### src/hw/rtl/eic_pkg.sv
package eic_pkg;

   // Line and port geometry.
   localparam int NUM_LINES = 16;
   localparam int NUM_PORTS = 3;
   localparam int WORD_BITS = 16;
   localparam int SEL_BITS  = 4;
   localparam int SEL_WIDTH = WORD_BITS * SEL_BITS;

   // Lines that exist: below both NUM_LINES and the word width.
   localparam logic [WORD_BITS-1:0] LINES_PRESENT =
      (NUM_LINES >= WORD_BITS) ? {WORD_BITS{1'b1}} :
      WORD_BITS'((33'd1 << NUM_LINES) - 33'd1);

   // Operation codes.
   localparam logic [1:0] OP_SAMPLE = 2'd0;
   localparam logic [1:0] OP_READ   = 2'd1;
   localparam logic [1:0] OP_CLEAR  = 2'd2;

   // Port select codes.
   localparam logic [SEL_BITS-1:0] SEL_PORT_A = 4'd0;
   localparam logic [SEL_BITS-1:0] SEL_PORT_B = 4'd1;
   localparam logic [SEL_BITS-1:0] SEL_PORT_C = 4'd2;

   // CSR register indexes.
   localparam int CSR_INDEX_BITS = 2;
   localparam logic [CSR_INDEX_BITS-1:0] CSR_INTERRUPT_MASK     = 2'd0;
   localparam logic [CSR_INDEX_BITS-1:0] CSR_RISING_ENABLE      = 2'd1;
   localparam logic [CSR_INDEX_BITS-1:0] CSR_FALLING_ENABLE     = 2'd2;
   localparam logic [CSR_INDEX_BITS-1:0] CSR_LINE_SOURCE_SELECT = 2'd3;

   // One captured request transaction.
   typedef struct packed {
      logic [1:0]           operation;
      logic [3:0]           line;
      logic [WORD_BITS-1:0] port_a_levels;
      logic [WORD_BITS-1:0] port_b_levels;
      logic [WORD_BITS-1:0] port_c_levels;
   } eic_item_type;

   // Per-line trigger and mask setup.
   typedef struct packed {
      logic [WORD_BITS-1:0] interrupt_mask;
      logic [WORD_BITS-1:0] rising_enable;
      logic [WORD_BITS-1:0] falling_enable;
   } eic_trigger_type;

   // One response transaction.
   typedef struct packed {
      logic                 pending_bit;
      logic [WORD_BITS-1:0] pending_lines;
      logic [WORD_BITS-1:0] irq_lines;
   } eic_result_type;

endpackage

### src/hw/rtl/eic_line_router.sv
module eic_line_router
   import eic_pkg::*;
(
   input  logic [SEL_WIDTH-1:0] line_source_select,
   input  logic [WORD_BITS-1:0] port_a_levels,
   input  logic [WORD_BITS-1:0] port_b_levels,
   input  logic [WORD_BITS-1:0] port_c_levels,
   output logic [WORD_BITS-1:0] line_levels
);

   always_comb begin
      logic [SEL_BITS-1:0] sel;
      line_levels = '0;
      for (int n = 0; n < WORD_BITS; n++) begin
         sel = line_source_select[n*SEL_BITS +: SEL_BITS];
         if (32'(sel) < NUM_PORTS) begin
            case (sel)
               SEL_PORT_A: line_levels[n] = port_a_levels[n];
               SEL_PORT_B: line_levels[n] = port_b_levels[n];
               SEL_PORT_C: line_levels[n] = port_c_levels[n];
               default:    line_levels[n] = 1'b0;
            endcase
         end
      end
      // non-existent lines stay low
      line_levels = line_levels & LINES_PRESENT;
   end

endmodule

### src/hw/rtl/eic_pending_unit.sv
module eic_pending_unit
   import eic_pkg::*;
(
   input  logic                 clock,
   input  logic                 reset,
   input  logic                 advance,
   input  logic [1:0]           operation,
   input  logic [3:0]           line,
   input  logic [WORD_BITS-1:0] line_levels,
   input  eic_trigger_type      trigger,
   output eic_result_type       result
);

   logic [WORD_BITS-1:0] previous_levels_ff, previous_levels_in;
   logic [WORD_BITS-1:0] pending_ff, pending_in;
   logic                 line_ok;
   logic [WORD_BITS-1:0] rise, fall;

   assign line_ok = 32'(line) < NUM_LINES;
   assign rise    = line_levels & ~previous_levels_ff & trigger.rising_enable;
   assign fall    = ~line_levels & previous_levels_ff & trigger.falling_enable;

   always_comb begin
      previous_levels_in = previous_levels_ff;
      pending_in         = pending_ff;
      result.pending_bit = 1'b0;
      case (operation)
         OP_SAMPLE: begin
            pending_in         = (pending_ff | rise | fall) & LINES_PRESENT;
            previous_levels_in = line_levels & LINES_PRESENT;
         end
         OP_READ: begin
            if (line_ok) begin
               result.pending_bit = pending_ff[line];
            end
         end
         OP_CLEAR: begin
            if (line_ok) begin
               pending_in = pending_ff & ~(WORD_BITS'(1) << line);
            end
         end
         default: ;
      endcase
      result.pending_lines = pending_in;
      result.irq_lines     = pending_in & trigger.interrupt_mask;
   end

   always_ff @(posedge clock) begin
      if (reset) begin
         previous_levels_ff <= '0;
         pending_ff         <= '0;
      end else if (advance) begin
         previous_levels_ff <= previous_levels_in;
         pending_ff         <= pending_in;
      end
   end

endmodule

### src/hw/rtl/external_interrupt_edge_controller.sv
// Channel  | Handshake         | Payload
// ---------+-------------------+-------------------------------------------------
// req      | req_valid/stall   | operation, line, port_a/b/c_levels
// rsp      | rsp_valid/stall   | pending_bit, pending_lines, irq_lines
// csr      | csr_valid/ready   | csr_index (0 mask, 1 rise, 2 fall, 3 select), data
//
// One transaction per cycle sustained while rsp is not stalled; rsp_valid
// rises once the accepted request has passed the input register and then
// the result register.
// Edge detect, pending update and mask all sit in one combinational pass
// between the two registers; the pending state updates as the item moves on.
// Synchronous active-high reset clears pending, last levels and all CSRs.
// A stalled response holds; the input register still takes one more request,
// and req_stall rises only when both registers are full and rsp is stalled.
// CSR writes are always ready and are expected only while the block is idle.
module external_interrupt_edge_controller
   import eic_pkg::*;
(
   input  logic                      clock,
   input  logic                      reset,

   input  logic                      req_valid,
   output logic                      req_stall,
   input  logic [1:0]                req_operation,
   input  logic [3:0]                req_line,
   input  logic [WORD_BITS-1:0]      req_port_a_levels,
   input  logic [WORD_BITS-1:0]      req_port_b_levels,
   input  logic [WORD_BITS-1:0]      req_port_c_levels,

   output logic                      rsp_valid,
   input  logic                      rsp_stall,
   output logic                      rsp_pending_bit,
   output logic [WORD_BITS-1:0]      rsp_pending_lines,
   output logic [WORD_BITS-1:0]      rsp_irq_lines,

   input  logic                      csr_valid,
   output logic                      csr_ready,
   input  logic [CSR_INDEX_BITS-1:0] csr_index,
   input  logic [SEL_WIDTH-1:0]      csr_data
);

   // CSRs
   eic_trigger_type      trigger_ff;
   logic [SEL_WIDTH-1:0] line_source_select_ff;

   // input stage
   logic         item_valid_ff;
   eic_item_type item_ff;

   // result stage
   logic           rsp_valid_ff;
   eic_result_type rsp_ff;

   logic           advance;
   logic           req_accept;
   logic [WORD_BITS-1:0] line_levels;
   eic_result_type result;

   assign csr_ready = 1'b1;

   always_ff @(posedge clock) begin
      if (reset) begin
         trigger_ff            <= '0;
         line_source_select_ff <= '0;
      end else if (csr_valid && csr_ready) begin
         case (csr_index)
            CSR_INTERRUPT_MASK:     trigger_ff.interrupt_mask <= csr_data[WORD_BITS-1:0];
            CSR_RISING_ENABLE:      trigger_ff.rising_enable  <= csr_data[WORD_BITS-1:0];
            CSR_FALLING_ENABLE:     trigger_ff.falling_enable <= csr_data[WORD_BITS-1:0];
            CSR_LINE_SOURCE_SELECT: line_source_select_ff     <= csr_data;
            default: ;
         endcase
      end
   end

   // Item moves from input register to result register when the latter is
   // free or being drained this cycle.
   assign advance    = item_valid_ff && (!rsp_valid_ff || !rsp_stall);
   assign req_stall  = item_valid_ff && !advance;
   assign req_accept = req_valid && !req_stall;

   always_ff @(posedge clock) begin
      if (reset) begin
         item_valid_ff <= 1'b0;
      end else if (req_accept) begin
         item_valid_ff <= 1'b1;
      end else if (advance) begin
         item_valid_ff <= 1'b0;
      end
   end

   always_ff @(posedge clock) begin
      if (req_accept) begin
         item_ff.operation     <= req_operation;
         item_ff.line          <= req_line;
         item_ff.port_a_levels <= req_port_a_levels;
         item_ff.port_b_levels <= req_port_b_levels;
         item_ff.port_c_levels <= req_port_c_levels;
      end
   end

   eic_line_router u_router (
      .line_source_select (line_source_select_ff),
      .port_a_levels      (item_ff.port_a_levels),
      .port_b_levels      (item_ff.port_b_levels),
      .port_c_levels      (item_ff.port_c_levels),
      .line_levels        (line_levels)
   );

   eic_pending_unit u_pending (
      .clock       (clock),
      .reset       (reset),
      .advance     (advance),
      .operation   (item_ff.operation),
      .line        (item_ff.line),
      .line_levels (line_levels),
      .trigger     (trigger_ff),
      .result      (result)
   );

   always_ff @(posedge clock) begin
      if (reset) begin
         rsp_valid_ff <= 1'b0;
      end else if (advance) begin
         rsp_valid_ff <= 1'b1;
      end else if (!rsp_stall) begin
         rsp_valid_ff <= 1'b0;
      end
   end

   always_ff @(posedge clock) begin
      if (advance) begin
         rsp_ff <= result;
      end
   end

   assign rsp_valid         = rsp_valid_ff;
   assign rsp_pending_bit   = rsp_ff.pending_bit;
   assign rsp_pending_lines = rsp_ff.pending_lines;
   assign rsp_irq_lines     = rsp_ff.irq_lines;

endmodule
### config.mk
export PLATFORM = sky130hd
export DESIGN_NAME = external_interrupt_edge_controller
export DESIGN_NICKNAME = d
export VERILOG_FILES = /design/src/hw/rtl/eic_pkg.sv /design/src/hw/rtl/eic_line_router.sv /design/src/hw/rtl/eic_pending_unit.sv /design/src/hw/rtl/external_interrupt_edge_controller.sv
export SDC_FILE = /design/constraint.sdc
export NUM_CORES = 1
export LEC_CHECK = 0
export BUFFER_PORTS_ARGS = -buffer_cell sky130_fd_sc_hd__buf_2
export CAP_MARGIN = 20
export CORE_ASPECT_RATIO = 1.2
export CORE_UTILIZATION = 50
export DETAILED_ROUTE_END_ITERATION = 16
export GPL_ROUTABILITY_DRIVEN = 0
export PLACE_DENSITY = 0.72
export SYNTH_ARGS = -nofsm -noshare
export SYNTH_HDL_FRONTEND = slang
export SYNTH_SLANG_ARGS = --single-unit
### constraint.sdc
create_clock -name clock -period 4.4 [get_ports clock]
set_input_delay 0.44 -clock clock [delete_from_list [all_inputs] [get_ports clock]]
set_output_delay 0.44 -clock clock [all_outputs]
set_load 0.02 [all_outputs]
**After elaboration in Yosys (flattened, before gate mapping)**

Cells that the tools add are included.

- Bits in writable memories: 0
- Bits in registers: 233
- ROM bits: 0
- Bits of input ports: 125
- Word-level logic and storage cells: 154
- Output and inout port bits: 36
- Latch bits: 0
- Memories kept: 0

- Mux-type cells: 39
- Magnitude comparators: 17
- Equal/unequal tests: 38
- $add $sub $neg: 0
- Shift-type cells: 1
- Reductions and logical operators: 32
- $mul: 0
- Div/mod/pow operators: 0
- Bitwise logic cells: 11

Operator list:

| cell | number |
|---|---|
| $and A16 B16 Y16 | 6 |
| $eq A4 B1 Y1 const B | 16 |
| $eq A4 B2 Y1 const B | 16 |
| $logic_not A4 Y1 | 16 |
| $lt A4 B2 Y1 const B | 16 |
| $not A16 Y16 | 3 |
| $pmux W1 S3 | 16 |
| $or A16 B16 Y16 | 2 |
| $pmux W16 S2 | 1 |
| $mux W1 | 21 |
| $shl A1 B4 Y16 const A | 1 |
| $reduce_and A2 Y1 | 5 |
| $eq A2 B2 Y1 const B | 3 |
| $lt A4 B5 Y1 const B | 1 |
| $bmux W1 S4 | 1 |
| $eq A2 B1 Y1 const B | 2 |
| $logic_not A1 Y1 | 4 |
| $logic_not A2 Y1 | 2 |
| $logic_and A1 B1 Y1 | 3 |
| $ne A2 B1 Y1 const B | 1 |
| $reduce_bool A2 Y1 | 1 |
| $logic_or A1 B1 Y1 | 1 |

**Longest topological paths before layout**

- Depth in word-level cells: 9
- Gate-level depth with buffers: 7
- Gate-level depth less buffers: 4

**Hierarchy**

A second synthesis with hierarchy kept.

- Cells, all modules: 885
- Area, all modules: 10,157.2 sq um

By module, submodules not included:

| module | cells each | area an instance (sq um) | sequential area each (sq um) | times used |
|---|---|---|---|---|
| external_interrupt_edge_controller | 537 | 7,362.1 | 4,894.7 | 1 |
| eic_pending_unit | 284 | 2,234.6 | 640.6 | 1 |
| eic_line_router | 64 | 560.5 | 0.0 | 1 |

**Worst setup path after synthesis**

No wires, ideal clock.

- Kind: input -> register
- Start point: input rsp_stall
- End point: register item_ff[0] (netlist name)
- Stages: 2
- Required time: 3.929 ns
- Setup slack: 0.799 ns
- Path buffers: 0
- Setup time: 0.471 ns
- Arrival time: 3.130 ns
- Cells stage by stage: and3_1 > nor2b_1

- Cells in the longest elaborated chain, start to end: 7

Ends and longest elaborated chain:

| element | RTL line | text |
|---|---|---|
| start: declaration | external_interrupt_edge_controller.sv:31 | `input logic rsp_stall,` |
| $logic_not A1 Y1 | n/a |  |
| $logic_or A1 B1 Y1 | external_interrupt_edge_controller.sv:78 | `assign advance = item_valid_ff && (!rsp_valid_ff \|\| !rsp_stall);` |
| $logic_and A1 B1 Y1 | external_interrupt_edge_controller.sv:78 |  |
| $logic_not A1 Y1 | external_interrupt_edge_controller.sv:79 | `assign req_stall = item_valid_ff && !advance;` |
| $logic_and A1 B1 Y1 | external_interrupt_edge_controller.sv:79 |  |
| $logic_not A1 Y1 | external_interrupt_edge_controller.sv:80 | `assign req_accept = req_valid && !req_stall;` |
| $logic_and A1 B1 Y1 | external_interrupt_edge_controller.sv:80 |  |
| named net req_accept | external_interrupt_edge_controller.sv:55 | `logic req_accept;` |

The timed path passes the listed nets, and every way through them passes these cells.
A chain may end at the register's enable or synchronous reset.

**Worst setup path after layout**

- Start point: register item_valid_ff
- End point: register rsp_ff (netlist bit rsp_pending_lines[4]), enable pin

- Cells in the longest elaborated chain, start to end: 1

Ends and longest elaborated chain:

| element | RTL line | text |
|---|---|---|
| start: declaration | external_interrupt_edge_controller.sv:47 | `logic item_valid_ff;` |
| start signal: assignment | external_interrupt_edge_controller.sv:84 | `item_valid_ff <= 1'b0;` |
| start signal: assignment | external_interrupt_edge_controller.sv:86 | `item_valid_ff <= 1'b1;` |
| start signal: assignment | external_interrupt_edge_controller.sv:88 | `item_valid_ff <= 1'b0;` |
| $logic_and A1 B1 Y1 | external_interrupt_edge_controller.sv:78 |  |
| named net advance | external_interrupt_edge_controller.sv:54 | `logic advance;` |
| end signal: assignment | external_interrupt_edge_controller.sv:133 | `rsp_ff <= result;` |
| end: declaration | external_interrupt_edge_controller.sv:52 | `eic_result_type rsp_ff;` |

The timed path passes the listed nets, and every way through them passes these cells.

==> summary.txt <==
Run status
  • Run status: finished, final reports clean

Critical path
  • Nature of the critical path endpoint: flip-flop
  • Launching element of the worst setup path: item_valid_ff$_SDFFE_PP0P_
  • Reg-to-reg endpoint: rsp_pending_lines[4]$_DFFE_PP_
  • R2R Setup Slk: 2.19 ns
  • Number of cell instances on the worst register-to-register path: 3
  • Reg2Reg Launch Point: item_valid_ff$_SDFFE_PP0P_
  • Peak fanout along the critical path: 19
  • Critical path's slowest cell: sky130_fd_sc_hd__a21bo_1
  • Highest cell delay on the worst timing path: 0.68 ns
  • Crit path arrival time: 2.45 ns
  • Critical path class: flip-flop to flip-flop
  • Capture point of the worst path: rsp_pending_lines[4]$_DFFE_PP_
  • Required time at the endpoint of the critical path: 4.64 ns
  • Crit-path cells: a21bo_1 -> inv_1 -> buf_4
  • Launching element type of the critical path: flip-flop

Clock tree
  • Hold-fix buffers, CTS: 0
  • Post-CTS clock slew at the launch and capture registers of the worst setup and hold paths: 0.06 ns
  • Number of sinks on the clock net: 233
  • TritonCTS clock tree: built
  • H-tree levels: 1
  • Number of gates resized after CTS: 0
  • Post-CTS repair timing setup buffer count: 0
  • Clock Latency Late Sink: 0.50 ns
  • Maximum buffer depth of the clock tree: 3
  • Clock buffer count from CTS: 24
  • Root Buffer Master: sky130_fd_sc_hd__clkbuf_16

Finish
  • Final Util: 61.21%
  • Ratio of cells with drive above 1 in the final layout: 20.05%
  • Most common cell after layout, fill and taps aside: sky130_fd_sc_hd__nand2_1
  • Post-layout nets: 1205
  • Commonest cells after routing, fill and taps aside: sky130_fd_sc_hd__nand2_1, sky130_fd_sc_hd__buf_2, sky130_fd_sc_hd__dfxtp_1, sky130_fd_sc_hd__a21oi_1, sky130_fd_sc_hd__edfxtp_1
  • Cell area after layout: 10880 µm²
  • Layout overhead on the synthesized area: 18.35%
  • Final instance count without filler cells: 1317
  • Antenna diodes: 0

Synthesis
  • Share of synthesized area spent on multiplexers: 2.709%
  • Area fraction of the dominant cell type after synthesis: 31.80%
  • Post-Synthesis Cells: 934
  • Seq cells post-synth: 233
  • Post-Synthesis Net Count: 1059
  • Share of synthesized area occupied by flip-flops and latches: 60.22%
  • Main combinational cell family by area after synthesis: simple AND/OR/NAND/NOR gates
  • Syn Area/Cell: 9.841 µm²
  • Synth area leader: sky130_fd_sc_hd__dfxtp_1
  • Area contributors post-synth: sky130_fd_sc_hd__dfxtp_1, sky130_fd_sc_hd__edfxtp_1, sky130_fd_sc_hd__nand2_1
  • Number of synthesis warnings: 0
  • Number of distinct library cells after synthesis: 43
  • Post-synthesis adder-cell area fraction: 0%
  • Synthesized area: 9191 µm²
  • Simple-gate area share of the yosys netlist: 19.96%
  • Xor and xnor area share after synthesis: 0%
  • Compound-gate portion of the synthesized area: 13.57%

STA
  • Fin Setup TNS: 0 ns
  • Crit share post-route: 50.17%
  • Worst slew slack as a fraction of its limit: 34.87%
  • Clock skew: 0.008374 ns
  • Total setup violations reported at the end of the flow: 0
  • Transition time at the pin with the least slew margin: 0.9749 ns
  • Worst hold margin: 0.1089 ns
  • Fmax achieved: 453.0 MHz
  • Number of hold violations in the final report: 0
  • Final period demand of the worst path: 2.208 ns
  • Pins over their slew limit: 0
  • RSZ-0062 raised after global routing: false

Placement
  • Detailed-placement wirelength estimate: 15110 µm
  • Placed cell count: 1273
  • Cell area after placement: 10110 µm²
  • Count of input and output buffers: 159

Global routing
  • Overall fraction of global-route tracks in use: 23.56%
  • Global-route congestion overflow total: 0
  • Antenna violations before repair: 0
  • Vias in the first global route: 6997
  • Global-route wire length before repair: 35190 µm
  • Maximum number of pins on one net before global-route repair: 78

Hold path
  • Hold-critical path depth: 1
  • Worst hold path type: input port to flip-flop

Pwr
  • Power per cell area: 426.8 nW/µm²
  • Leakage dissipation: 3.903 nW
  • Maximum VDD drop: 0.0002583 V

Detailed routing
  • WL per Instance: 16.95 µm
  • Count of nets left with antenna violations after detail routing: 0
  • Number of remaining DRC errors: 0
  • Avg Vias per Cell: 5.537
  • Number of search-and-repair iterations in the first detailed-routing pass: 5
  • Drt total wl: 22320 µm
  • DR iter-0 viols: 483
  • Number of vias after detailed routing: 7292

Run
  • Max-cap violations: 0

Floorplan
  • Area enclosed by the die boundary: 18930 µm²
  • Standard cell core area: 17770 µm²
  • Height of the die: 150.5 µm
  • # rows: 53
  • Starting density of the core: 51.72%
  • Number of ports placed on the die boundary: 161
  • Width of the die: 125.8 µm
## per-stage QoR
step	total power, mW	setup WS, ns
2_1_floorplan	2.622	0.7987
3_3_place_gp	2.760	2.062
3_5_place_dp	2.769	2.007
4_1_cts	4.669	2.209
5_1_grt	4.804	2.114
6_report	4.643	2.192
## area by class of cell
| cell class | count | area [µm²] |
|---|---|---|
| Inverter | 18 | 67.56 |
| Sequential cell | 233 | 5535 |
| Clock buffer | 36 | 686.9 |
| Multi-Input combinational cell | 632 | 3348 |
| Clock inverter | 7 | 56.30 |
| Timing Repair Buffer | 171 | 908.4 |
| Tap cell | 220 | 275.3 |
| Fill cell | 1542 | 6894 |
## worst max-delay path: cells and delay by family, from the launching register on
| kind | cells | cell delay, ns |
|---|---|---|
| AOI/OAI and AO/OA | 1 | 0.68 |
| buffers and inverters | 2 | 0.94 |
| DFF | 1 | 0.32 |
## worst min path at each step
stage,startpoint,to
global placement,trigger_ff[32]$_SDFFE_PP0P_,trigger_ff[32]$_SDFFE_PP0P_
detailed placement,trigger_ff[39]$_SDFFE_PP0P_,trigger_ff[39]$_SDFFE_PP0P_
CTS,req_port_a_levels[13],item_ff[45]$_DFFE_PP_
global route,req_port_c_levels[13],item_ff[13]$_DFFE_PP_
floorplan,trigger_ff[32]$_SDFFE_PP0P_,trigger_ff[32]$_SDFFE_PP0P_
finish,req_port_b_levels[12],item_ff[28]$_DFFE_PP_
## report_power, final
part,internal [mW],switching [mW]
Combinational,0.131,0.229
Sequential,2.32,0.0436
Clock,1.13,0.784
Total,3.59,1.06
## cell families (layout without fill, tap and decap cells)
group                  Yosys count  count (layout)
and+or+nand+nor                394             394
DFF                            233             233
AOI/OAI and AO/OA              215             215
buffers and inverters           69             232
muxes                           22              22
other                            1               1
## synthesized netlist by cell type, drive strengths merged
| cell | n |
|---|---|
| nand2 | 242 |
| dfxtp | 146 |
| a21oi | 145 |
| edfxtp | 87 |
| nor2 | 38 |
| clkbuf | 28 |
| buf | 23 |
| and3 | 18 |
| inv | 18 |
| nand3b | 18 |
| mux2i | 17 |
| nand3 | 17 |
| nor3 | 17 |
| o21ai | 17 |
| a211oi | 16 |
| a221oi | 16 |
| nor4 | 16 |
| nor4b | 16 |
| o21a | 12 |
| o31a | 4 |
| mux2 | 3 |
| nand2b | 3 |
| or3b | 3 |
| mux4 | 2 |
| o22ai | 2 |
| or3 | 2 |
| a21bo | 1 |
| a311oi | 1 |
| and3b | 1 |
| conb | 1 |
| nor2b | 1 |
| nor3b | 1 |
| o211a | 1 |
| or2 | 1 |
## registers in the layout, summed over array words and instances (netlist names)
signal                        flops
item_ff                          54
line_source_select_ff            64
rsp_pending_bit                   1
rsp_valid                         1
trigger_ff                       48
item_valid_ff                     1
u_pending.previous_levels_ff     16
u_pending.pending_ff             16
rsp_irq_lines                    16
rsp_pending_lines                16
## metal layers
| layer | part of all wire, % | vias to the layer above | global-route usage (%) |
|---|---|---|---|
| li1 | - | 3605 | - |
| met1 | 41 | 3382 | 28.24 |
| met2 | 50 | 254 | 42.39 |
| met3 | 5.6 | 51 | 3.518 |
| met4 | 3.5 | 0 | 9.819 |
| met5 | 0 | - | 0 |
Power figures use the tool's default switching activity.
